===== src/rtl/ipp_pkg.sv =====
// Shared types, register codes and channel placement functions for the indexed pixel packer.
package ipp_pkg;

    localparam int PALETTE_ENTRIES_DEF = 256;
    localparam int QUEUE_DEPTH_DEF     = 4;
    localparam int MAX_ROW_WIDTH       = 4096;
    localparam int PAL_ENTRY_W         = 48;
    localparam int CFG_IDX_W           = 3;
    localparam int CFG_DATA_W          = 32;
    localparam int ROW_W               = 12;

    // Configuration register indexes.
    localparam logic [CFG_IDX_W-1:0] REG_PIXEL_DEPTH = 3'd0;
    localparam logic [CFG_IDX_W-1:0] REG_ROW_WIDTH   = 3'd1;
    localparam logic [CFG_IDX_W-1:0] REG_LSB_FIRST   = 3'd2;
    localparam logic [CFG_IDX_W-1:0] REG_RED_BITS    = 3'd3;
    localparam logic [CFG_IDX_W-1:0] REG_GREEN_BITS  = 3'd4;
    localparam logic [CFG_IDX_W-1:0] REG_BLUE_BITS   = 3'd5;

    // Output depth codes.
    localparam logic [2:0] DEPTH_1BIT  = 3'd0;
    localparam logic [2:0] DEPTH_2BIT  = 3'd1;
    localparam logic [2:0] DEPTH_4BIT  = 3'd2;
    localparam logic [2:0] DEPTH_8BIT  = 3'd3;
    localparam logic [2:0] DEPTH_16BIT = 3'd4;
    localparam logic [2:0] DEPTH_24BIT = 3'd5;

    typedef enum logic [1:0] {
        KIND_BYTES,
        KIND_RGB16,
        KIND_RGB24
    } kind_t;

    typedef logic signed [5:0] topbit_t;

    typedef struct packed {
        logic [2:0]       depth;
        logic [ROW_W-1:0] row_width;
        logic             lsb_first;
        logic [31:0]      red_bits;
        logic [31:0]      green_bits;
        logic [31:0]      blue_bits;
        topbit_t          red_top;
        topbit_t          green_top;
        topbit_t          blue_top;
    } cfg_t;

    // One queued job: bytes in send order from the low end, count of bytes, row end flag.
    typedef struct packed {
        logic [31:0] word;
        logic [2:0]  count;
        logic        row_end;
    } job_t;

    // Highest set bit of a mask, -1 when the mask is zero.
    function automatic topbit_t top_bit(input logic [31:0] m);
        topbit_t t;
        t = -6'sd1;
        for (int i = 0; i < 32; i++) begin
            if (m[i]) begin
                t = 6'(i);
            end
        end
        return t;
    endfunction

    // 16-bit display: align the level's top bit with the mask's top bit, then mask.
    function automatic logic [15:0] chan16(input logic [15:0] level, input logic [31:0] mask,
                                           input topbit_t top);
        logic signed [6:0] s;
        logic [6:0]        mag;
        logic [31:0]       v;
        s   = 7'sd15 - $signed({top[5], top});
        mag = s[6] ? 7'(-s) : 7'(s);
        if (s[6]) begin
            v = {16'b0, level} << mag[4:0];
        end else begin
            v = {16'b0, level} >> mag[4:0];
        end
        return v[15:0] & mask[15:0];
    endfunction

    // 24-bit display: the level's upper byte placed so its top bit lands on the mask's top bit.
    function automatic logic [31:0] chan24(input logic [15:0] level, input topbit_t top);
        logic signed [6:0] s;
        logic [6:0]        mag;
        logic [31:0]       b;
        s   = $signed({top[5], top}) - 7'sd7;
        mag = s[6] ? 7'(-s) : 7'(s);
        b   = {24'b0, level[15:8]};
        if (s[6]) begin
            return b >> mag[4:0];
        end
        return b << mag[4:0];
    endfunction

    function automatic logic [ROW_W:0] eff_width(input logic [ROW_W-1:0] w);
        if (int'(w) > MAX_ROW_WIDTH) begin
            return (ROW_W+1)'(MAX_ROW_WIDTH);
        end
        return {1'b0, w};
    endfunction

endpackage


===== src/rtl/ipp_back.sv =====
// Back end: shifts queued jobs out one byte per transaction through the output register.
module ipp_back (
    input  logic          aclk,
    input  logic          aresetn,
    input  logic          q_empty,
    input  ipp_pkg::job_t q_head,
    output logic          q_pop,
    output logic          m_tvalid,
    input  logic          m_tready,
    output logic [7:0]    m_tdata,
    output logic          m_tlast,
    output logic          m_tuser
);

    import ipp_pkg::*;

    logic [31:0] word_reg, word_next;
    logic [2:0]  cnt_reg, cnt_next;
    logic        row_reg, row_next;
    logic        fire;
    logic        finishing;

    always_comb begin
        fire      = m_tvalid && m_tready;
        finishing = !m_tvalid || (fire && cnt_reg == 3'd1);
        q_pop     = finishing && !q_empty;

        word_next = word_reg;
        cnt_next  = cnt_reg;
        row_next  = row_reg;
        if (q_pop) begin
            word_next = q_head.word;
            cnt_next  = q_head.count;
            row_next  = q_head.row_end;
        end else if (fire) begin
            word_next = word_reg >> 8;
            cnt_next  = cnt_reg - 3'd1;
        end
    end

    always_ff @(posedge aclk) begin
        if (!aresetn) begin
            cnt_reg <= '0;
        end else begin
            cnt_reg <= cnt_next;
        end
    end

    always_ff @(posedge aclk) begin
        word_reg <= word_next;
        row_reg  <= row_next;
    end

    assign m_tvalid = (cnt_reg != 3'd0);
    assign m_tdata  = word_reg[7:0];
    assign m_tlast  = (cnt_reg == 3'd1);
    assign m_tuser  = row_reg && (cnt_reg == 3'd1);

endmodule

===== config.mk =====
export PLATFORM = sky130hd
export DESIGN_NAME = ipp_back
export DESIGN_NICKNAME = d
export VERILOG_FILES = /design/src/rtl/ipp_pkg.sv /design/src/rtl/ipp_back.sv
export SDC_FILE = /design/constraint.sdc
export NUM_CORES = 1
export LEC_CHECK = 0
export BUFFER_PORTS_ARGS = -buffer_cell sky130_fd_sc_hd__buf_2
export CAP_MARGIN = 30
export CORE_MARGIN = 2
export CORE_UTILIZATION = 47
export CTS_BUF_LIST = sky130_fd_sc_hd__clkbuf_4 sky130_fd_sc_hd__clkbuf_8 sky130_fd_sc_hd__clkbuf_16
export CTS_CLUSTER_DIAMETER = 80
export DETAILED_ROUTE_END_ITERATION = 16
export GPL_ROUTABILITY_DRIVEN = 0
export PLACE_DENSITY_LB_ADDON = 0.3
export SLEW_MARGIN = 40
export SYNTH_ARGS = -nofsm -noshare
export SYNTH_HDL_FRONTEND = slang
export SYNTH_SLANG_ARGS = --single-unit

===== constraint.sdc =====
create_clock -name aclk -period 6 [get_ports aclk]
set_input_delay 0.6 -clock aclk [delete_from_list [all_inputs] [get_ports aclk]]
set_output_delay 0.6 -clock aclk [all_outputs]
set_load 0.02 [all_outputs]

Word level (Yosys, flattened, before mapping) --
Cells that the tools add are included.
Storage, ports and cells: bits in registers 36, input port bits 40, output and inout port bits 12, logic and storage cells 18
Operators by class: add/sub/neg operators 1, equal/unequal tests 1, mux-type cells 4, reduce and logical (&&, ||, !) cells 9
Operators with widths (number):
- $mux 32 | 2
- $mux 3 | 2
- $logic_and 1x1->1 | 4
- $eq 3x1->1 const B | 1
- $reduce_bool 3->1 | 1
- $sub 3x1->3 const B | 1
- $logic_not 1->1 | 2
- $reduce_bool 2->1 | 1
- $logic_or 1x1->1 | 1

Longest topological paths before layout --
Gate-level depths: netlist (run 1).
depth after elaboration 6, depth in mapped cells 7, depth with buffers taken out 6

Worst setup path after synthesis (run 1) --
OpenSTA, ideal clock, no wires.
path type reg2reg, from register cnt_reg[0], to register word_reg[0] (enable), library setup time 0.466 ns, arrival time 3.087 ns, required time 5.534 ns, path slack 2.448 ns, stages on the path, launching flop included 5, buffers on the path 0, period minus slack after synthesis 3.552 ns, cell sequence dfxtp_1 -> inv_1 -> ha_1 -> nor2b_1 -> o21ai_0
On the way: longest elaborated chain between the ends 6, elaborated cells between the ends (all ways) 8, classes of those cells eq/ne (1); reduce/logical (7)
RTL lines:
- start, declared | line ipp_back.sv:18 | logic [2:0] cnt_reg, cnt_next;
- start signal, assigned | line ipp_back.sv:45 | cnt_reg <= cnt_next;
- $reduce_bool 3->1 | line ipp_back.sv:54 | assign m_tvalid = (cnt_reg != 3'd0);
- $logic_and 1x1->1 | line ipp_back.sv:24 | fire = m_tvalid && m_tready;
- $logic_and 1x1->1 | line ipp_back.sv:25 | finishing = !m_tvalid || (fire && cnt_reg == 3'd1);
- $logic_or 1x1->1 | line ipp_back.sv:25
- $logic_and 1x1->1 | line ipp_back.sv:26 | q_pop = finishing && !q_empty;
- $reduce_bool 2->1 (no source line) *
- end signal, assigned | line ipp_back.sv:50 | word_reg <= word_next;
- end, declared | line ipp_back.sv:17 | logic [31:0] word_reg, word_next;
Every way passes the cells marked *; elsewhere a longest branch is shown, timed or not. A chain may end at the register's enable or synchronous reset.

Final worst setup path (run 1) --
from register cnt_reg[0], to output q_pop
On the way: longest elaborated chain between the ends 5, elaborated cells between the ends (all ways) 7, classes of those cells eq/ne (1); reduce/logical (6)
RTL lines:
- $reduce_bool 3->1 | line ipp_back.sv:54
- $logic_and 1x1->1 | line ipp_back.sv:24
- $logic_and 1x1->1 | line ipp_back.sv:25
- $logic_or 1x1->1 * | line ipp_back.sv:25
- $logic_and 1x1->1 * | line ipp_back.sv:26
- end, declared | line ipp_back.sv:7 | output logic q_pop,
Marked as above.

==> results of run 1 <==
==> synth_stat cells (all sizes together) (2+ instances only) <==
library cell / n / share of area
o21ai: 3 / 0.0088
nor2b: 2 / 0.0074
ha: 3 / 0.022
dfxtp: 3 / 0.035
edfxtp: 33 / 0.58
and3: 8 / 0.029
inv: 6 / 0.013
nand2: 3 / 0.0081
nor2: 2 / 0.014
buf: 11 / 0.052
mux2: 24 / 0.17
nand3: 2 / 0.0059
nor3: 2 / 0.0059
==> layout make-up <==
| cell class | count | area [µm²] | area share |
|---|---|---|---|
| clock buffers | 5 | 37.5 | 0.0188 |
| clock inverters | 3 | 13.8 | 0.00688 |
| inverters | 6 | 22.5 | 0.0113 |
| multi-input cells | 58 | 547 | 0.273 |
| flip-flops and latches | 36 | 1050 | 0.526 |
| well taps | 46 | 57.6 | 0.0288 |
| repair buffers | 52 | 270 | 0.135 |
==> cells in the final DEF, fill, tap and decap left out, drive strengths merged <==
cell type	n
buf	52
edfxtp	33
mux2	24
and3	8
inv	6
clkbuf	5
ha	3
dfxtp	3
o21ai	3
nand2	3
clkinv	3
nor2b	2
nand3	2
nor3	2
nor2	2
a21o	1
and2	1
or2	1
a21oi	1
o31ai	1
a31oi	1
a41o	1
mux2i	1
a211oi	1
==> per-stage QoR <==
step	instance area [µm²]	hold slack [ps]	setup WS [ps]
6_report	2000	454	3280
5_1_grt	2000	420	3120
4_1_cts	2000	434	3250
3_5_place_dp	1950	535	3560
3_3_place_gp	1930	500	3570
2_1_floorplan	1700	481	2450
==> logic make-up (layout without fill, tap and decap cells) <==
family | Yosys count | after routing | synth area share
buffers and inverters | 17 | 66 | 0.0649
adder cells (fa/ha/maj) | 3 | 3 | 0.0221
multiplexers | 25 | 25 | 0.176
AO/OA/AOI/OAI | 9 | 9 | 0.0391
AND/OR/NAND/NOR | 21 | 21 | 0.0782
flip-flops | 36 | 36 | 0.619
==> worst reg2reg max path, cell delays in order (launching register included) <==
cell and delay, ps:
dfxtp_1 370, inv_1 90, ha_1 250, a21o_4 230
nand2_2 530, o21ai_4 290, buf_8 250
==> routing by layer <==
metal,wire (µm),track usage
met5,0,0
met4,24,0.0679
met3,227,0.0405
met2,1370,0.238
met1,1030,0.153
==> power by group through the flow <==
stage               clock network [µW]  logic (µW)  registers, µW
floorplan                            0         395            513
global placement                     0         441            509
detailed placement                   0         474            513
CTS                                124         476            507
global route                       132         513            518
finish                             118         469            505
==> final timing paths <==
kind | cells after the start | from | end | slack [ps]
worst max-delay path | 6 | cnt_reg[0]$_SDFFE_PN0P_ | q_pop | 3280
worst min-delay path | 1 | q_head[0] | row_reg$_DFFE_PP_ | 450
worst max register to register | 6 | cnt_reg[0]$_SDFFE_PN0P_ | word_reg[28]$_SDFFCE_PN0P_ | 3750
worst min register to register | 1 | word_reg[26]$_SDFFCE_PN0P_ | word_reg[18]$_DFFE_PP_ | 560
==> impl_metrics.csv, run 1 <==
group,metric,value,unit
route,vias,1012,
status,status,"finished, final reports clean",
route,route.detailed.drc,0,
yosys,ys.warnings.count,0,
setup_path,crit_path_cell_trace,"inv_1 -> ha_1 -> a21o_4 -> nand2_2 -> inv_1 -> buf_2",
power_and_ir_drop,switchingPower,369,µW
sta,final.min_clock_period,2720,ps
setup_path,crit_top_cell,"inv_1",
grt,grt.total_usage,0.138,
yosys,ys_ff_latch,36,
sta,finalSetupTns,0,ps
yosys,synth_flop_cell,"edfxtp_1",
power_and_ir_drop,p_sw_frac,0.338,
sta,grt_setup_unrepaired,"no",
setup_path,critical_path_class,"reg2out",
die,rows,21,
clocking,cts_hold_repair.buffers,0,
clocking,cts-resized-gates,0,
grt,grt_pass1_vias,1009,
clocking,clk_pin_slew_worst_paths,100,ps
die,initial_core_util,0.501,
sta,slew_headroom,0.529,
die,dieArea,4110,µm²
sta,fmax,0.367,GHz
clocking,cts.sinks,36,
grt,antenna_found_initial,0,
setup_path,critical_path_arrival,2120,ps
die,core,3390,µm²
route,drtIter0Drc,46,
setup_path,cp_data_required_time,5400,ps
finish,largest_reg_flops,32,
route,firstDrtPassIters,4,
finish,antenna_cells,0,
yosys,ys_seq_area_frac,0.619,
finish,final-instance-count-excl-fill,206,
setup_path,end_kind,"primary output",
power_and_ir_drop,finalPower,1090,µW
route,wire_per_inst,12.9,µm
run,cap_violations,0,
setup_path,cp-start-kind,"flop",
route,vias_per_cell,4.91,
setup_path,max_stage_delay,530,ps
yosys,synth_edf_count,33,
die,fp.dieW,64.1,µm
clocking,cts-htree-levels,2,
clocking,tritoncts,"yes",
setup_path,slowest_stage,"nand2_2",
min_path,hp-class,"in2reg",
route,wirelength,2.65,mm
sta,skew,6.46,ps
placement,io_buffers,51,
power_and_ir_drop,power_density,547,nW/µm²
clocking,clkLatencyLatePin,320,ps
setup_path,path_buf_inv,3,
power_and_ir_drop,seqPwrFrac,0.462,
placement,placed_cells,198,
setup_path,critPathTopFamily,"simple AND/OR/NAND/NOR gates",
finish,nets,202,
yosys,postSynthCellCount,111,
sta,drv_slew,0,
yosys,synthArstFlopShare,0,
finish,syn2layout_area_growth,17.8,%
yosys,ys_types,27,
power_and_ir_drop,clkPwrFrac,0.108,
yosys,synth_area,1700,µm²
setup_path,worstPathMaxFanout,29,
die,die_h,64.1,µm
grt,grt_pass1_wl,4.20,mm
route,final_antenna_net_count,0,
power_and_ir_drop,p_leak,0.000882,µW
sta,setup_viol,0,
finish,drive_gt1_frac,0.550,
grt,grt_max_degree,30,
placement,dp_hpwl,1.96,mm
sta,finalHoldViolations,0,
power_and_ir_drop,power_frac_comb,0.430,
sta,worstMarginPinSlew,704,ps
sta,min_period_over_period,0.454,
clocking,root_buffer,"clkbuf_4",
clocking,clock_path_buffers,2,
power_and_ir_drop,internal-power,723,µW
clocking,numCtsBuffers,5,
yosys,syn_avg_cell_area,15.3,µm²
finish,fill_cells,266,
clocking,post_cts_buffers,0,
die,top_level_ports,52,
grt,grt_overflow,0,
finish,utilization,0.590,
yosys,syn_nets,154,
power_and_ir_drop,vdd.ir_drop.worst,225,µV
Note: power is estimated with default switching activity, not from simulation.
==> inputs of run 2 (changes only) <==
- ABC_AREA: default -> 1
- clock period: 6 -> 2.65 ns (I/O delays scaled with it)
==> impl_metrics.csv, run 2 <==
group,metric,value,unit
status,status,"finished, final reports clean",
yosys,yosysMostFrequentCell,"nand2_1",
route,route.detailed.drc,0,
yosys,yosys-top-cells-area,"edfxtp_1, nand2_1, inv_1",
sta,min_period_over_period,0.852,
sta,fmax,0.443,GHz
setup_path,end_kind,"primary output",
yosys,syn_avg_cell_area,9.41,µm²
yosys,yosys.area_share.xor_xnor,0,
route,drtIter0Drc,35,
yosys,synth_common_cells,"nand2_1, edfxtp_1, inv_1",
die,rows,22,
clocking,cts-htree-levels,2,
sta,setup_viol,0,
power_and_ir_drop,p_sw_frac,0.367,
setup_path,cp_data_required_time,2380,ps
finish,final_cell_mix,"nand2_1, buf_2, edfxtp_1, inv_1, nor2_1",
min_path,hp-class,"in2reg",
die,fp.dieW,64.7,µm
clocking,cts-resized-gates,0,
grt,grt_pass1_wl,4.60,mm
power_and_ir_drop,switchingPower,871,µW
yosys,synth_edf_count,33,
grt,antenna_found_initial,0,
power_and_ir_drop,vdd.ir_drop.worst,487,µV
placement,io_buffers,51,
finish,syn2layout_area_growth,16.3,%
finish,antenna_cells,0,
clocking,root_buffer,"clkbuf_8",
yosys,synth_flop_cell,"edfxtp_1",
placement,placed_cells,270,
yosys,synth_area,1730,µm²
yosys,postSynthCellCount,184,
yosys,synth_mux_area_frac,0,
yosys,ys.warnings.count,0,
setup_path,max_stage_delay,400,ps
grt,grt_pass1_vias,1111,
sta,finalHoldViolations,0,
die,initial_core_util,0.480,
route,firstDrtPassIters,4,
yosys,ys_ff_latch,36,
route,vias,1208,
setup_path,crit_top_cell,"nand2_4",
power_and_ir_drop,seqPwrFrac,0.471,
finish,mostFrequentLayoutCell,"nand2_1",
yosys,ys_seq_area_frac,0.607,
grt,grt_max_degree,40,
clocking,numCtsBuffers,5,
yosys,synth-simple-area-share,0.244,
die,dieArea,4190,µm²
power_and_ir_drop,power_frac_comb,0.382,
setup_path,cp-start-kind,"flop",
power_and_ir_drop,internal-power,1500,µW
setup_path,path_buf_inv,3,
setup_path,slowest_stage,"inv_2",
clocking,clock_path_buffers,2,
route,final_antenna_net_count,0,
finish,fill_cells,345,
grt,grt_overflow,0,
finish,nets,272,
placement,dp_hpwl,1.83,mm
sta,skew,4.15,ps
clocking,tritoncts,"yes",
grt,grt.total_usage,0.149,
yosys,ys_types,16,
setup_path,critPathTopFamily,"buffers and inverters",
finish,final-instance-count-excl-fill,277,
clocking,clk_pin_slew_worst_paths,60,ps
sta,drv_slew,0,
finish,drive_gt1_frac,0.275,
yosys,synth_top_area_cell,"edfxtp_1",
finish,largest_reg_flops,32,
clocking,post_cts_buffers,0,
setup_path,critical_path_arrival,1990,ps
yosys,synth_fa_ha_area_frac,0.0217,
clocking,cts.sinks,36,
yosys,synth_top_family_by_area,"simple AND/OR/NAND/NOR gates",
sta,finalSetupTns,0,ps
yosys,syn_nets,227,
sta,final.min_clock_period,2260,ps
setup_path,critical_path_class,"reg2out",
route,wirelength,2.65,mm
power_and_ir_drop,p_leak,0.00103,µW
setup_path,crit_path_cell_trace,"inv_1 -> ha_1 -> nand2_4 -> nand2_2 -> nand2_4 -> inv_2 -> buf_2",
die,core,3610,µm²
clocking,cts_hold_repair.buffers,0,
die,die_h,64.7,µm
power_and_ir_drop,clkPwrFrac,0.147,
route,vias_per_cell,4.36,
sta,whs,173,ps
sta,grt_setup_unrepaired,"no",
run,cap_violations,0,
sta,slew_headroom,0.731,
clocking,clkLatencyLatePin,280,ps
power_and_ir_drop,power_density,1180,nW/µm²
setup_path,worstPathMaxFanout,39,
yosys,synth_compound_area_frac,0.0116,
yosys,synthArstFlopShare,0,
sta,worstMarginPinSlew,403,ps
finish,utilization,0.558,
route,wire_per_inst,9.56,µm
finish,design_area,2010,µm²
die,top_level_ports,52,
yosys,synth_top_area_frac,0.572,
placement,post_dp_cell_area,1940,µm²
-- run 2: changes by cell type after synthesis, sizes merged, moves of 2 or more --
cell	delta
nand2	+84
mux2	-24
inv	+16
nor2	+11
and3	-8
buf	+3
nand3	+3
nor2b	-2
nor3	-2
-- run 2: final timing paths --
kind | depth (start not counted) | slack (ps) | from | endpoint
hold / removal | 1 | 170 | q_head[0] | row_reg$_DFFE_PP_
hold reg to reg | 2 | 480 | cnt_reg[1]$_SDFFE_PN0P_ | cnt_reg[1]$_SDFFE_PN0P_
setup reg to reg | 7 | 760 | cnt_reg[0]$_SDFFE_PN0P_ | word_reg[26]$_SDFFCE_PN0P_
setup / recovery | 7 | 390 | cnt_reg[0]$_SDFFE_PN0P_ | q_pop
-- run 2: cell type report --
type	count	area, µm²	area share
Multi-Input combinational cell	112	480	0.239
Tap cell	48	60.1	0.0298
Inverter	22	82.6	0.0410
Clock inverter	2	7.51	0.00373
Clock buffer	5	68.8	0.0342
Timing Repair Buffer	52	263	0.131
Sequential cell	36	1050	0.522
-- run 2: power groups by stage --
stage	logic (µW)	registers, µW	clock network [µW]
after floorplan	826	1120	0
after global placement	902	1120	0
after detailed placement	918	1130	0
after CTS	922	1120	358
after global routing	1050	1140	398
final	906	1120	349
-- run 2: metrics by stage --
step	setup WS (ps)	power, µW
3_5_place_dp	673	2050
6_report	392	2370
3_3_place_gp	718	2020
2_1_floorplan	536	1950
5_1_grt	162	2580
4_1_cts	352	2400
-- run 2: layer usage --
metal	track usage	part of all wire
met4	0.0559	0.016
met3	0.0660	0.068
met5	0	0
met2	0.249	0.52
met1	0.168	0.40
-- run 2: cells by family (layout without fill, tap and decap cells) --
| logic type | Yosys count | in the layout |
|---|---|---|
| and+or+nand+nor | 105 | 105 |
| DFF | 36 | 36 |
| buffers and inverters | 36 | 81 |
| adders and majority gates | 3 | 3 |
| AOI/OAI and AO/OA | 4 | 4 |
-- run 2: worst reg2reg max path, delay by kind of cell, from the launching register on --
family	cells	cell delay (ps)
adders and majority gates	1	220
buffers and inverters	2	460
DFF	1	330
and+or+nand+nor	4	550
