`src/rtl/ipp_pkg.sv`:
```
// Shared types, register codes and channel placement functions for the indexed pixel packer.
package ipp_pkg;

    localparam int PALETTE_ENTRIES_DEF = 256;
    localparam int QUEUE_DEPTH_DEF     = 4;
    localparam int MAX_ROW_WIDTH       = 4096;
    localparam int PAL_ENTRY_W         = 48;
    localparam int CFG_IDX_W           = 3;
    localparam int CFG_DATA_W          = 32;
    localparam int ROW_W               = 12;

    // Configuration register indexes.
    localparam logic [CFG_IDX_W-1:0] REG_PIXEL_DEPTH = 3'd0;
    localparam logic [CFG_IDX_W-1:0] REG_ROW_WIDTH   = 3'd1;
    localparam logic [CFG_IDX_W-1:0] REG_LSB_FIRST   = 3'd2;
    localparam logic [CFG_IDX_W-1:0] REG_RED_BITS    = 3'd3;
    localparam logic [CFG_IDX_W-1:0] REG_GREEN_BITS  = 3'd4;
    localparam logic [CFG_IDX_W-1:0] REG_BLUE_BITS   = 3'd5;

    // Output depth codes.
    localparam logic [2:0] DEPTH_1BIT  = 3'd0;
    localparam logic [2:0] DEPTH_2BIT  = 3'd1;
    localparam logic [2:0] DEPTH_4BIT  = 3'd2;
    localparam logic [2:0] DEPTH_8BIT  = 3'd3;
    localparam logic [2:0] DEPTH_16BIT = 3'd4;
    localparam logic [2:0] DEPTH_24BIT = 3'd5;

    typedef enum logic [1:0] {
        KIND_BYTES,
        KIND_RGB16,
        KIND_RGB24
    } kind_t;

    typedef logic signed [5:0] topbit_t;

    typedef struct packed {
        logic [2:0]       depth;
        logic [ROW_W-1:0] row_width;
        logic             lsb_first;
        logic [31:0]      red_bits;
        logic [31:0]      green_bits;
        logic [31:0]      blue_bits;
        topbit_t          red_top;
        topbit_t          green_top;
        topbit_t          blue_top;
    } cfg_t;

    // One queued job: bytes in send order from the low end, count of bytes, row end flag.
    typedef struct packed {
        logic [31:0] word;
        logic [2:0]  count;
        logic        row_end;
    } job_t;

    // Highest set bit of a mask, -1 when the mask is zero.
    function automatic topbit_t top_bit(input logic [31:0] m);
        topbit_t t;
        t = -6'sd1;
        for (int i = 0; i < 32; i++) begin
            if (m[i]) begin
                t = 6'(i);
            end
        end
        return t;
    endfunction

    // 16-bit display: align the level's top bit with the mask's top bit, then mask.
    function automatic logic [15:0] chan16(input logic [15:0] level, input logic [31:0] mask,
                                           input topbit_t top);
        logic signed [6:0] s;
        logic [6:0]        mag;
        logic [31:0]       v;
        s   = 7'sd15 - $signed({top[5], top});
        mag = s[6] ? 7'(-s) : 7'(s);
        if (s[6]) begin
            v = {16'b0, level} << mag[4:0];
        end else begin
            v = {16'b0, level} >> mag[4:0];
        end
        return v[15:0] & mask[15:0];
    endfunction

    // 24-bit display: the level's upper byte placed so its top bit lands on the mask's top bit.
    function automatic logic [31:0] chan24(input logic [15:0] level, input topbit_t top);
        logic signed [6:0] s;
        logic [6:0]        mag;
        logic [31:0]       b;
        s   = $signed({top[5], top}) - 7'sd7;
        mag = s[6] ? 7'(-s) : 7'(s);
        b   = {24'b0, level[15:8]};
        if (s[6]) begin
            return b >> mag[4:0];
        end
        return b << mag[4:0];
    endfunction

    function automatic logic [ROW_W:0] eff_width(input logic [ROW_W-1:0] w);
        if (int'(w) > MAX_ROW_WIDTH) begin
            return (ROW_W+1)'(MAX_ROW_WIDTH);
        end
        return {1'b0, w};
    endfunction

endpackage

```
`src/rtl/ipp_queue.sv`:
```
// Short job queue between the front end and the byte serializer.
module ipp_queue #(
    parameter int DEPTH = ipp_pkg::QUEUE_DEPTH_DEF
) (
    input  logic                         aclk,
    input  logic                         aresetn,
    input  logic                         push,
    input  ipp_pkg::job_t                push_data,
    input  logic                         pop,
    output ipp_pkg::job_t                pop_data,
    output logic                         empty,
    output logic [$clog2(DEPTH+1)-1:0]   level
);

    import ipp_pkg::*;

    localparam int PTR_W = $clog2(DEPTH);
    localparam int LVL_W = $clog2(DEPTH+1);

    job_t             entries_reg [DEPTH];
    logic [PTR_W-1:0] wr_ptr_reg, wr_ptr_next;
    logic [PTR_W-1:0] rd_ptr_reg, rd_ptr_next;
    logic [LVL_W-1:0] level_reg, level_next;

    always_comb begin
        wr_ptr_next = wr_ptr_reg;
        rd_ptr_next = rd_ptr_reg;
        level_next  = level_reg;
        if (push) begin
            wr_ptr_next = (int'(wr_ptr_reg) == DEPTH - 1) ? '0 : wr_ptr_reg + PTR_W'(1);
        end
        if (pop) begin
            rd_ptr_next = (int'(rd_ptr_reg) == DEPTH - 1) ? '0 : rd_ptr_reg + PTR_W'(1);
        end
        if (push && !pop) begin
            level_next = level_reg + LVL_W'(1);
        end else if (pop && !push) begin
            level_next = level_reg - LVL_W'(1);
        end
    end

    always_ff @(posedge aclk) begin
        if (!aresetn) begin
            wr_ptr_reg <= '0;
            rd_ptr_reg <= '0;
            level_reg  <= '0;
        end else begin
            wr_ptr_reg <= wr_ptr_next;
            rd_ptr_reg <= rd_ptr_next;
            level_reg  <= level_next;
        end
    end

    always_ff @(posedge aclk) begin
        if (push) begin
            entries_reg[wr_ptr_reg] <= push_data;
        end
    end

    assign pop_data = entries_reg[rd_ptr_reg];
    assign empty    = (level_reg == '0);
    assign level    = level_reg;

endmodule

```
`config.mk`:
```
export PLATFORM = sky130hd
export DESIGN_NAME = ipp_queue
export DESIGN_NICKNAME = d
export VERILOG_FILES = /design/src/rtl/ipp_pkg.sv /design/src/rtl/ipp_queue.sv
export SDC_FILE = /design/constraint.sdc
export NUM_CORES = 1
export LEC_CHECK = 0
export BUFFER_PORTS_ARGS = -buffer_cell sky130_fd_sc_hd__buf_4
export CAP_MARGIN = 10
export CORE_UTILIZATION = 38
export CTS_CLUSTER_DIAMETER = 60
export CTS_CLUSTER_SIZE = 8
export DETAILED_ROUTE_END_ITERATION = 12
export PLACE_DENSITY = 0.69
export SYNTH_ARGS = -nofsm -noshare
export SYNTH_HDL_FRONTEND = slang
export SYNTH_SLANG_ARGS = --single-unit
```
`constraint.sdc`:
```
create_clock -name aclk -period 2.35 [get_ports aclk]
set_clock_uncertainty 0.05 [all_clocks]
set_input_delay 0.3525 -clock aclk [delete_from_list [all_inputs] [get_ports aclk]]
set_output_delay 0.3525 -clock aclk [all_outputs]
set_load 0.01 [all_outputs]
```
Word-level counts from Yosys, hierarchy flattened --
Memories as Yosys holds them, arrays and structs flattened. A register that Yosys moved wholly into a read port is not among the register bits. Cells that the tools add are included.
Storage, ports and cells: memory bits (writable) 144, memories kept 1, input bits 40, output and inout bits 40, latch bits 0, flip-flop bits (word level) 7, memory bits (read-only) 0, word-level logic and storage cells 24
Cells by class: divide/modulo/power cells 0, reduce and logical (&&, ||, !) cells 6, equal/unequal tests 2, magnitude comparators 0, bitwise operators 0, multiplexer cells 8, $mul 0, shift operators 0, add/sub/neg operators 4
Memory list:
- entries_reg | words 4, bits a word 36, read ports 1, clocked after Yosys merged registers in 1, write ports 1, line ipp_queue.sv:20 | job_t entries_reg [DEPTH];
Operator list (number):
- $mux W2 | 4
- $mux W3 | 2
- $add A2 B1 Y2 const B | 2
- $eq A2 B1 Y1 const B | 2
- $add A3 B1 Y3 const B | 1
- $logic_not A3 Y1 | 1
- $sub A3 B1 Y3 const B | 1
- $logic_and A1 B1 Y1 | 2
- $logic_not A1 Y1 | 2
- $mux W1 | 2
- $reduce_bool A2 Y1 | 1

Depth between registers and ports, before layout --
Gate-level depths: netlist of run 1.
word-level depth 4, mapped depth 7, depth with buffers taken out 7

Worst setup path before layout of run 1 --
Ideal clock, no wire load.
kind flip-flop to flip-flop, from register wr_ptr_reg[0], to memory entries_reg[3][0] (netlist bit) (enable), setup time 0.397 ns, clock period less this slack 1.876 ns, arrival time 1.430 ns, stages on the path, launching flop included 3, path slack 0.474 ns, path buffers 0, data required time 1.903 ns, cell sequence dfxtp_1 > ha_1 > and2_1
RTL lines:
- start, declared | line ipp_queue.sv:21 | logic [PTR_W-1:0] wr_ptr_reg, wr_ptr_next;
- start signal, assigned | line ipp_queue.sv:48 | wr_ptr_reg <= wr_ptr_next;
- end, declared | line ipp_queue.sv:20
Straight into the memory's write port.

==> impl_metrics.yaml, run 1 <==
outcome:
  outcome: "complete, no violations"
power:
  vdd_drop_max_v: 0.000473
  switching_power_mw: 1.34
  p_int_mw: 5.32
  clock_power_share: 0.434
  cellPowerDensity_mw_per_mm2: 925
  switching_share: 0.201
  comb_power_share: 0.092
  power_frac_seq: 0.474
  p_leak_nw: 2.49
layout:
  fillCellCount: 1183
  final_layout_size_suffix_gt1_frac: 0.443
  syn2layout_area_growth_pct: 26.3
  largest_reg_flops: 144
  final_util: 0.493
  diodes: 0
  nNetsFinal: 375
  final_area_sq_mm: 0.00720
synth:
  synth_nets: 278
  synth_area_per_cell_sq_um: 24.7
  synth_area_sq_mm: 0.00570
  ys.warnings.count: 0
  yosysSeqAreaShare: 0.790
  synth_cells: 231
  ys_seq_elements: 153
  synth_cell_type_count: 22
min_path:
  min_from: "push_data[20]"
  min_path_type: "input pin to flip-flop"
worst_setup_path:
  crit_slowest_cell: "mux4_1"
  worstSetupEndpointType: "output pin"
  endpoint: "pop_data[21]"
  worst-r2r-cell-count: 3
  regToRegSetupSlack_ns: 0.70
  path_max_fanout: 12
  critPathMostFrequentCell: "buf_4"
  cp.arrival_ns: 1.76
  cp.required_ns: 1.95
  critical_path.startpoint_type: "flip-flop"
  crit_chain: "buf_4 > mux4_1 > buf_4"
  critical-path-max-stage-delay_ns: 0.58
  reg2reg_from: "wr_ptr_reg[0]"
  rr_endpoint: "entries_reg[3][9]"
  worstSetupPathType: "flip-flop to output pin"
routing:
  drt-initial-drc-count: 104
  wl_per_cell_um: 18.1
  drt_wl_total_um: 9490
  ant_nets: 0
  drc: 0
  vias_per_cell: 4.97
  dr.pass1.iters: 4
  num_vias: 2611
floorplan:
  rows: 44
  die-width_um: 124
  pin_count: 80
  dieHeight_um: 124
  start_util: 0.391
  fp.dieArea_sq_mm: 0.0155
  core_sq_mm: 0.0146
sta:
  worstMarginPinSlew_ns: 0.469
  slew_headroom: 0.687
  whs_ns: 0.0899
  finalCriticalPeriod_ns: 2.17
  rsz0062_at_grt: "false"
  setup_viol: 0
  finalHoldViolCount: 0
  fin_crit_sh: 0.922
  fin_setup_tns_ns: 0
  report.final.slew_viol_count: 0
  clock.fmax_ghz: 0.462
global_routing:
  grt_antenna_before_repair: 1
  grt.total_usage: 0.136
  grt_overflow: 0
  grt_start_max_net_pins: 37
  first_global_vias: 2814
  grt_pass1_wl_um: 15300
placement:
  placed_cell_area_sq_mm: 0.00657
  port_buffers: 79
  place_congestion: 0.625
  dp_hpwl_um: 5810
cts:
  cts-hold-fix-buffers: 0
  cts-buffers-inserted: 17
  root_buffer: "clkbuf_16"
  cts_setup_buffers: 0
  cts_tree: "done"
  cts.sinks: 153
  clk_path_buf_depth: 2
  htree_levels: 4
  cts_resized: 0
  worst_skew_pair.late_latency_ns: 0.41
  path_clk_slew_ns: 0.06
run:
  cap_violations: 0
area by class of cell:
class,count,area (sq um),share of cell area
Sequential cell,153,4510,0.626
Multi-Input combinational cell,66,1090,0.152
Timing Repair Buffer,86,721,0.100
Clock buffer,19,433,0.0601
Tap cell,184,230,0.0320
Clock inverter,13,200,0.0278
Inverter,4,15.0,0.00209
critical path: cells and delay by family (launching register included):
family                 cells  cell delay (ns)
multiplexers               1             0.58
buffers and inverters      2             0.43
flip-flops                 1             0.35
logic make-up (layout without fill, tap and decap cells):
group,after synthesis,count (layout),synth area share
AOI/OAI and AO/OA,3,3,0.00351
DFF,153,153,0.790
buffers and inverters,12,122,0.0187
muxes,40,40,0.153
and+or+nand+nor,14,14,0.0145
adders and majority gates,7,7,0.0167
xor gates and xnor gates,2,2,0.00307
synth_stat cells:
cell type / n / area (sq um)
a21boi_0: 1 / 7.51
buf_12: 3 / 60.1
mux4_1: 6 / 158
clkbuf_2: 1 / 5.00
ha_1: 6 / 75.1
o21a_1: 1 / 7.51
inv_1: 4 / 15.0
buf_2: 3 / 15.0
nor3_1: 2 / 10.0
nor2b_1: 5 / 31.3
buf_6: 1 / 11.3
mux4_2: 30 / 676
o21ai_0: 1 / 5.00
and2_1: 5 / 31.3
xnor2_1: 1 / 8.76
or3_1: 1 / 6.26
dfxtp_1: 9 / 180
edfxtp_1: 144 / 4320
nor2_1: 1 / 3.75
fa_1: 1 / 20.0
xor2_1: 1 / 8.76
mux2i_1: 4 / 40.0
cell usage in the layout (no fill, tap or decap), drive strengths merged, types with 2 or more instances in the layout:
cell and n:
nor3 2, edfxtp 144, nor2b 5, mux2i 4, bufinv 5, and2 5
dfxtp 9, mux4 36, clkinv 4, inv 5, clkinvlp 3, ha 6
buf 86, clkbuf 19
per-stage QoR:
stage / cells / power, mW / setup WS [ns]
after floorplan: 231 / 3.53 / 0.474
after global placement: 493 / 3.83 / 0.498
after detailed placement: 493 / 3.85 / 0.427
after CTS: 525 / 6.74 / 0.126
after global routing: 525 / 6.91 / 0.0833
final: 525 / 6.66 / 0.184
layer usage:
layer  GRT usage  up-vias  wire (um)
li1            -     1164          -
met1       0.160     1366       3940
met2       0.223       64       4970
met3      0.0515       15        432
met4      0.0553        2        128
met5           0        -         17
worst min-delay path by stage:
stage	endpoint	slack, ns	cells past startpoint
final	entries_reg[0][20]	0.09	1
after floorplan	entries_reg[0][0]	0.40	0
after CTS	entries_reg[1][20]	0.06	1
after global routing	entries_reg[2][14]	0.06	1
after global placement	level[2]	0.44	2
after detailed placement	level[2]	0.46	2
power by group through the flow:
stage                     Combinational, mW  Clock [mW]  Sequential (mW)
final                                 0.614        2.89             3.16
after detailed placement              0.631           0             3.21
after global routing                  0.672        3.07             3.17
after floorplan                       0.325           0             3.21
after CTS                             0.633        2.95             3.16
after global placement                0.618           0             3.21
No activity file was read; power rests on OpenSTA's default activity.
==> run 2: changes to the inputs <==
CORE_UTILIZATION = 50   (was 38)
PLACE_DENSITY = 0.86   (was 0.69)
clock period = 1.8 ns   (was 2.35 ns; I/O delays follow)
==> run 2 against run 1 <==
Net effect: the flow now finishes with violations (negative setup slack); register-to-register slack worse by 0.44 ns; combinational power is 57% higher; final cell count is 1.7% lower; via count is 4.1% higher; first-iteration DRC count is 39% higher; non-clock buffer count is 35 higher; clock-buffer cell count stayed put.
==> impl_metrics.yaml, run 2 (synthesis results as in run 1) <==
layout:
  syn2layout_area_growth_pct: 32.1
  final_layout_size_suffix_gt1_frac: 0.440
  largest_reg_flops: 144
  final_util: 0.685
  final_common_cell: "edfxtp_1"
  nNetsFinal: 410
  final_area_sq_mm: 0.00753
  layout_common_cells: "edfxtp_1 (144), buf_4 (51), mux4_2 (36), buf_6 (36), dlygate4sd3_1 (27)"
worst_setup_path:
  worstSetupPathType: "flip-flop to output pin"
  critical_path.startpoint_type: "flip-flop"
  worstSetupEndpointType: "output pin"
  path_max_fanout: 8
  cp.required_ns: 1.48
  cp.arrival_ns: 1.69
floorplan:
  rows: 38
  start_util: 0.519
  pin_count: 80
  dieHeight_um: 109
  core_sq_mm: 0.0110
  die-width_um: 109
  fp.dieArea_sq_mm: 0.0118
cts:
  htree_levels: 4
  cts.sinks: 153
  cts-buffers-inserted: 17
  worst_skew_pair.late_latency_ns: 0.41
  clk_path_buf_depth: 2
  path_clk_slew_ns: 0.06
  root_buffer: "clkbuf_16"
  cts_tree: "done"
run:
  cap_violations: 0
routing:
  vias_per_cell: 5.27
  dr.pass1.iters: 4
  num_vias: 2719
  wl_per_cell_um: 19.5
  drc: 0
  drt-initial-drc-count: 145
  ant_nets: 0
  drt_wl_total_um: 10100
outcome:
  outcome: "complete, but fails checks"
  violations: "negative setup slack"
global_routing:
  grt_pass1_wl_um: 15700
  grt_overflow: 0
  first_global_vias: 3008
  grt_antenna_before_repair: 1
  grt_start_max_net_pins: 37
  grt.total_usage: 0.191
sta:
  clock.fmax_ghz: 0.498
  rsz0062_at_grt: "true"
  fin_crit_sh: 1.11
  report.final.slew_viol_count: 0
  worst_slack_ns: -0.206
  slew_headroom: 0.770
  setup_viol: 36
  worstMarginPinSlew_ns: 0.345
  finalCriticalPeriod_ns: 2.01
  finalHoldViolCount: 0
  fin_setup_tns_ns: -6.16
power:
  p_leak_nw: 2.64
  cellPowerDensity_mw_per_mm2: 1120
  power_mw: 8.44
  vdd_drop_max_v: 0.000648
placement:
  dp_hpwl_um: 5960
  port_buffers: 79
  place_congestion: 0.700
  placed_cell_area_sq_mm: 0.00653
min_path:
  min_path_type: "input pin to flip-flop"
run 2: cell count changes in the layout (fill, tap and decap cells not counted), sizes merged:
cell and delta:
bufinv -3, dlygate4sd3 +27, diode +1, buf +8
inv -1, clkinv +3
run 2: path summary, 6_finish.rpt:
| check | start | cells past startpoint | end | slack [ns] |
|---|---|---|---|---|
| setup / recovery | flip-flop | 3 | pop_data[5] | -0.21 |
| hold / removal | push_data[3] | 1 | entries_reg[3][3] | 0.01 |
| setup reg to reg | level[0] | 4 | level[2] | 0.26 |
| hold reg to reg | level[2] | 2 | level[2] | 0.47 |
run 2: worst max-delay path: stages, from the launching register on:
cell and delay [ns]:
dfxtp_4 0.42, buf_12 0.16, mux4_2 0.54, buf_6 0.14
run 2: report_power, final:
part | internal (mW) | switching, mW | total, mW
clock network | 2.02 | 1.32 | 3.34
logic | 0.555 | 0.407 | 0.962
registers | 4.07 | 0.0617 | 4.13
total | 6.65 | 1.79 | 8.44
run 2: cell type report:
type | count | area [sq um]
flip-flops and latches | 153 | 4510
clock buffers | 19 | 433
multi-input cells | 66 | 1070
inverters | 4 | 15.0
fillers | 713 | 3450
diodes | 1 | 2.50
well taps | 140 | 175
repair buffers | 121 | 1190
clock inverters | 12 | 129
run 2: metal layers:
layer | up-vias | wire length [um] | track usage
met3 | 14 | 478 | 0.0436
met1 | 1376 | 3970 | 0.230
met5 | - | 0 | 0
met4 | 0 | 176 | 0.0936
met2 | 97 | 5450 | 0.327
li1 | 1232 | - | -
run 2: what timing repair did:
item,4_1_cts,5_1_grt
endpoints found under the setup margin,36,36
hold endpoints to repair,104,0
gates cloned,2,0
setup buffers,2,0
resized for setup,38,9
hold buffers,27,0
run 2: through the flow:
| step | hold slack (ns) | setup WS [ns] | cells |
|---|---|---|---|
| final | 0.0148 | -0.206 | 516 |
| after global routing | 0.00529 | -0.253 | 516 |
| after CTS | 0.0000370 | -0.285 | 517 |
| after detailed placement | 0.423 | 0.0114 | 455 |
| after global placement | 0.419 | 0.0661 | 455 |
| after floorplan | 0.319 | 0.201 | 231 |
==> run 3: changes to the inputs <==
ABC_AREA = 1   (was default)
MAX_ROUTING_LAYER = met4   (was default)
PLACE_DENSITY = 0.85   (was 0.86)
==> run 3 against run 2 <==
Net effect: the flow still finishes with violations (negative setup slack); via count increased by 42%; sequential share of layout area decreased by 7.1 points; combinational power increased by 47%; clock-buffer cell count increased by 1.
==> impl_metrics.yaml, run 3 <==
routing:
  drt_wl_total_um: 13800
  vias_per_cell: 5.46
  wl_per_cell_um: 19.6
  num_vias: 3856
  dr.pass1.iters: 4
  drt-initial-drc-count: 227
  ant_nets: 0
  drc: 0
floorplan:
  dieHeight_um: 112
  core_sq_mm: 0.0117
  die-width_um: 112
  start_util: 0.523
  rows: 39
  pin_count: 80
  fp.dieArea_sq_mm: 0.0126
global_routing:
  grt_antenna_before_repair: 0
  grt_pass1_wl_um: 21100
  grt.total_usage: 0.236
  grt_start_max_net_pins: 26
  grt_overflow: 0
  first_global_vias: 3970
layout:
  syn2layout_area_growth_pct: 40.2
  largest_reg_flops: 144
  layout_common_cells: "edfxtp_1 (144), buf_4 (93), nor2_1 (35)"
  fillCellCount: 702
  final_util: 0.733
  final_common_cell: "edfxtp_1"
  final_layout_size_suffix_gt1_frac: 0.469
  fin_cells: 706
  final_area_sq_mm: 0.00855
  nNetsFinal: 598
  regArea_sq_mm: 0.00451
  multiInputGateArea_sq_mm: 0.00171
  diodes: 0
outcome:
  violations: "negative setup slack"
  outcome: "complete, but fails checks"
synth:
  ys.warnings.count: 0
  synth_cell_type_count: 24
  synthArstFlopShare: 0
  synth_commonest_cells: "edfxtp_1 (144), nor2_1 (64), o21ai_1 (26), o21ai_0 (25), o21ai_2 (24)"
  synth_edf_count: 144
  synth_area_sq_mm: 0.00610
  ys_seq_elements: 153
  yosysMostFrequentCell: "edfxtp_1"
  synth_cells: 406
  synth_area_per_cell_sq_um: 15.0
  synth_nets: 453
  synth_top_area_share: 0.709
  synthFlopType: "edfxtp_1"
  synthTopCellsByArea: "edfxtp_1 (71%), nor2_1 (3.9%), o22ai_2 (3.7%), o21ai_2 (3.4%), dfxtp_1 (3.0%)"
  yosysSeqAreaShare: 0.739
  yosysTopAreaCell: "edfxtp_1"
run:
  cap_violations: 0
sta:
  finalHoldViolCount: 0
  finalCriticalPeriod_ns: 1.88
  worst_slack_ns: -0.0779
  clock.fmax_ghz: 0.533
  rsz0062_at_grt: "true"
  report.final.slew_viol_count: 0
  whs_ns: 0.0130
  setup_viol: 35
  worstMarginPinSlew_ns: 0.314
  fin_setup_tns_ns: -1.45
  fin_crit_sh: 1.04
  slew_headroom: 0.791
power:
  cellPowerDensity_mw_per_mm2: 1020
  p_leak_nw: 3.10
  power_mw: 8.68
  vdd_drop_max_v: 0.000948
placement:
  dp.cells: 624
  place_ws_ns: 0.170
  port_buffers: 79
  dp_hpwl_um: 7100
  place_congestion: 0.767
  placed_cell_area_sq_mm: 0.00686
cts:
  root_buffer: "clkbuf_16"
  cts.sinks: 153
  cts_tree: "done"
  cts-buffers-inserted: 17
  path_clk_slew_ns: 0.06
  worst_skew_pair.late_latency_ns: 0.41
  htree_levels: 4
  clk_path_buf_depth: 2
worst_setup_path:
  worstSetupEndpointType: "output pin"
  path_max_fanout: 11
  cp.required_ns: 1.48
  worstSetupPathType: "flip-flop to output pin"
  critical_path.startpoint_type: "flip-flop"
  cp.arrival_ns: 1.56
min_path:
  min_path_type: "input pin to flip-flop"
## run 3: changes by cell type after synthesis, sizes merged, moves of 3 or more
| cell | before | now |
|---|---|---|
| buf | 7 | 21 |
| and2 | 5 | 0 |
| o21ai | 1 | 75 |
| o22ai | 0 | 36 |
| a21oi | 0 | 3 |
| mux4 | 36 | 0 |
| nor2 | 1 | 80 |
| inv | 4 | 15 |
| nand2 | 0 | 8 |
| mux2i | 4 | 0 |
| nor2b | 5 | 0 |
## run 3: per-layer routing
metal  global-route usage  routed length (um)
met1                0.271                5770
met2                0.404                7210
met3               0.0643                 675
met4               0.0782                 182
met5                    -                   0
## run 3: worst paths after layout
check | cells past startpoint | slack (ns) | startpoint | end
min reg2reg | 2 | 0.49 | wr_ptr_reg[1] | wr_ptr_reg[1]
max reg2reg | 4 | 0.42 | wr_ptr_reg[0] | entries_reg[3][4]
min | 1 | 0.01 | push_data[9] | entries_reg[3][9]
max | 6 | -0.08 | flip-flop | pop_data[34]
## run 3: cells by family after synthesis
group,after synthesis,share of synthesized area
and+or+nand+nor,93,0.0651
adders and majority gates,7,0.0156
xor gates and xnor gates,1,0.00144
DFF,153,0.739
buffers and inverters,38,0.0447
AOI/OAI and AO/OA,114,0.134
## run 3: critical path, cell delays in order (launching register included)
cell,delay (ns)
dfxtp_4,0.37
buf_12,0.16
inv_16,0.08
buf_12,0.13
nor2_1,0.05
o22ai_1,0.20
buf_4,0.16
## run 3: cell type report
class	count	share of cell area
repair inverters	4	0.00747
well taps	143	0.0209
clock buffers	20	0.0511
clock inverters	11	0.00966
flip-flops and latches	153	0.528
inverters	16	0.0120
repair buffers	144	0.171
multi-input cells	215	0.200
## run 3: where the power goes
part	total, mW	internal (mW)	switching [mW]
registers	4.15	4.07	0.0840
logic	1.41	0.682	0.726
clock network	3.13	1.86	1.27
## run 3: repair_timing
| item | 4_1_cts | 5_1_grt |
|---|---|---|
| hold buffers | 24 | 2 |
| resized for setup | 101 | 53 |
| pin swaps | 19 | 19 |
| hold endpoints to repair | 81 | 8 |
| endpoints found under the setup margin | 36 | 36 |
| buffers inserted | 17 | 0 |
| gates cloned | 10 | 1 |
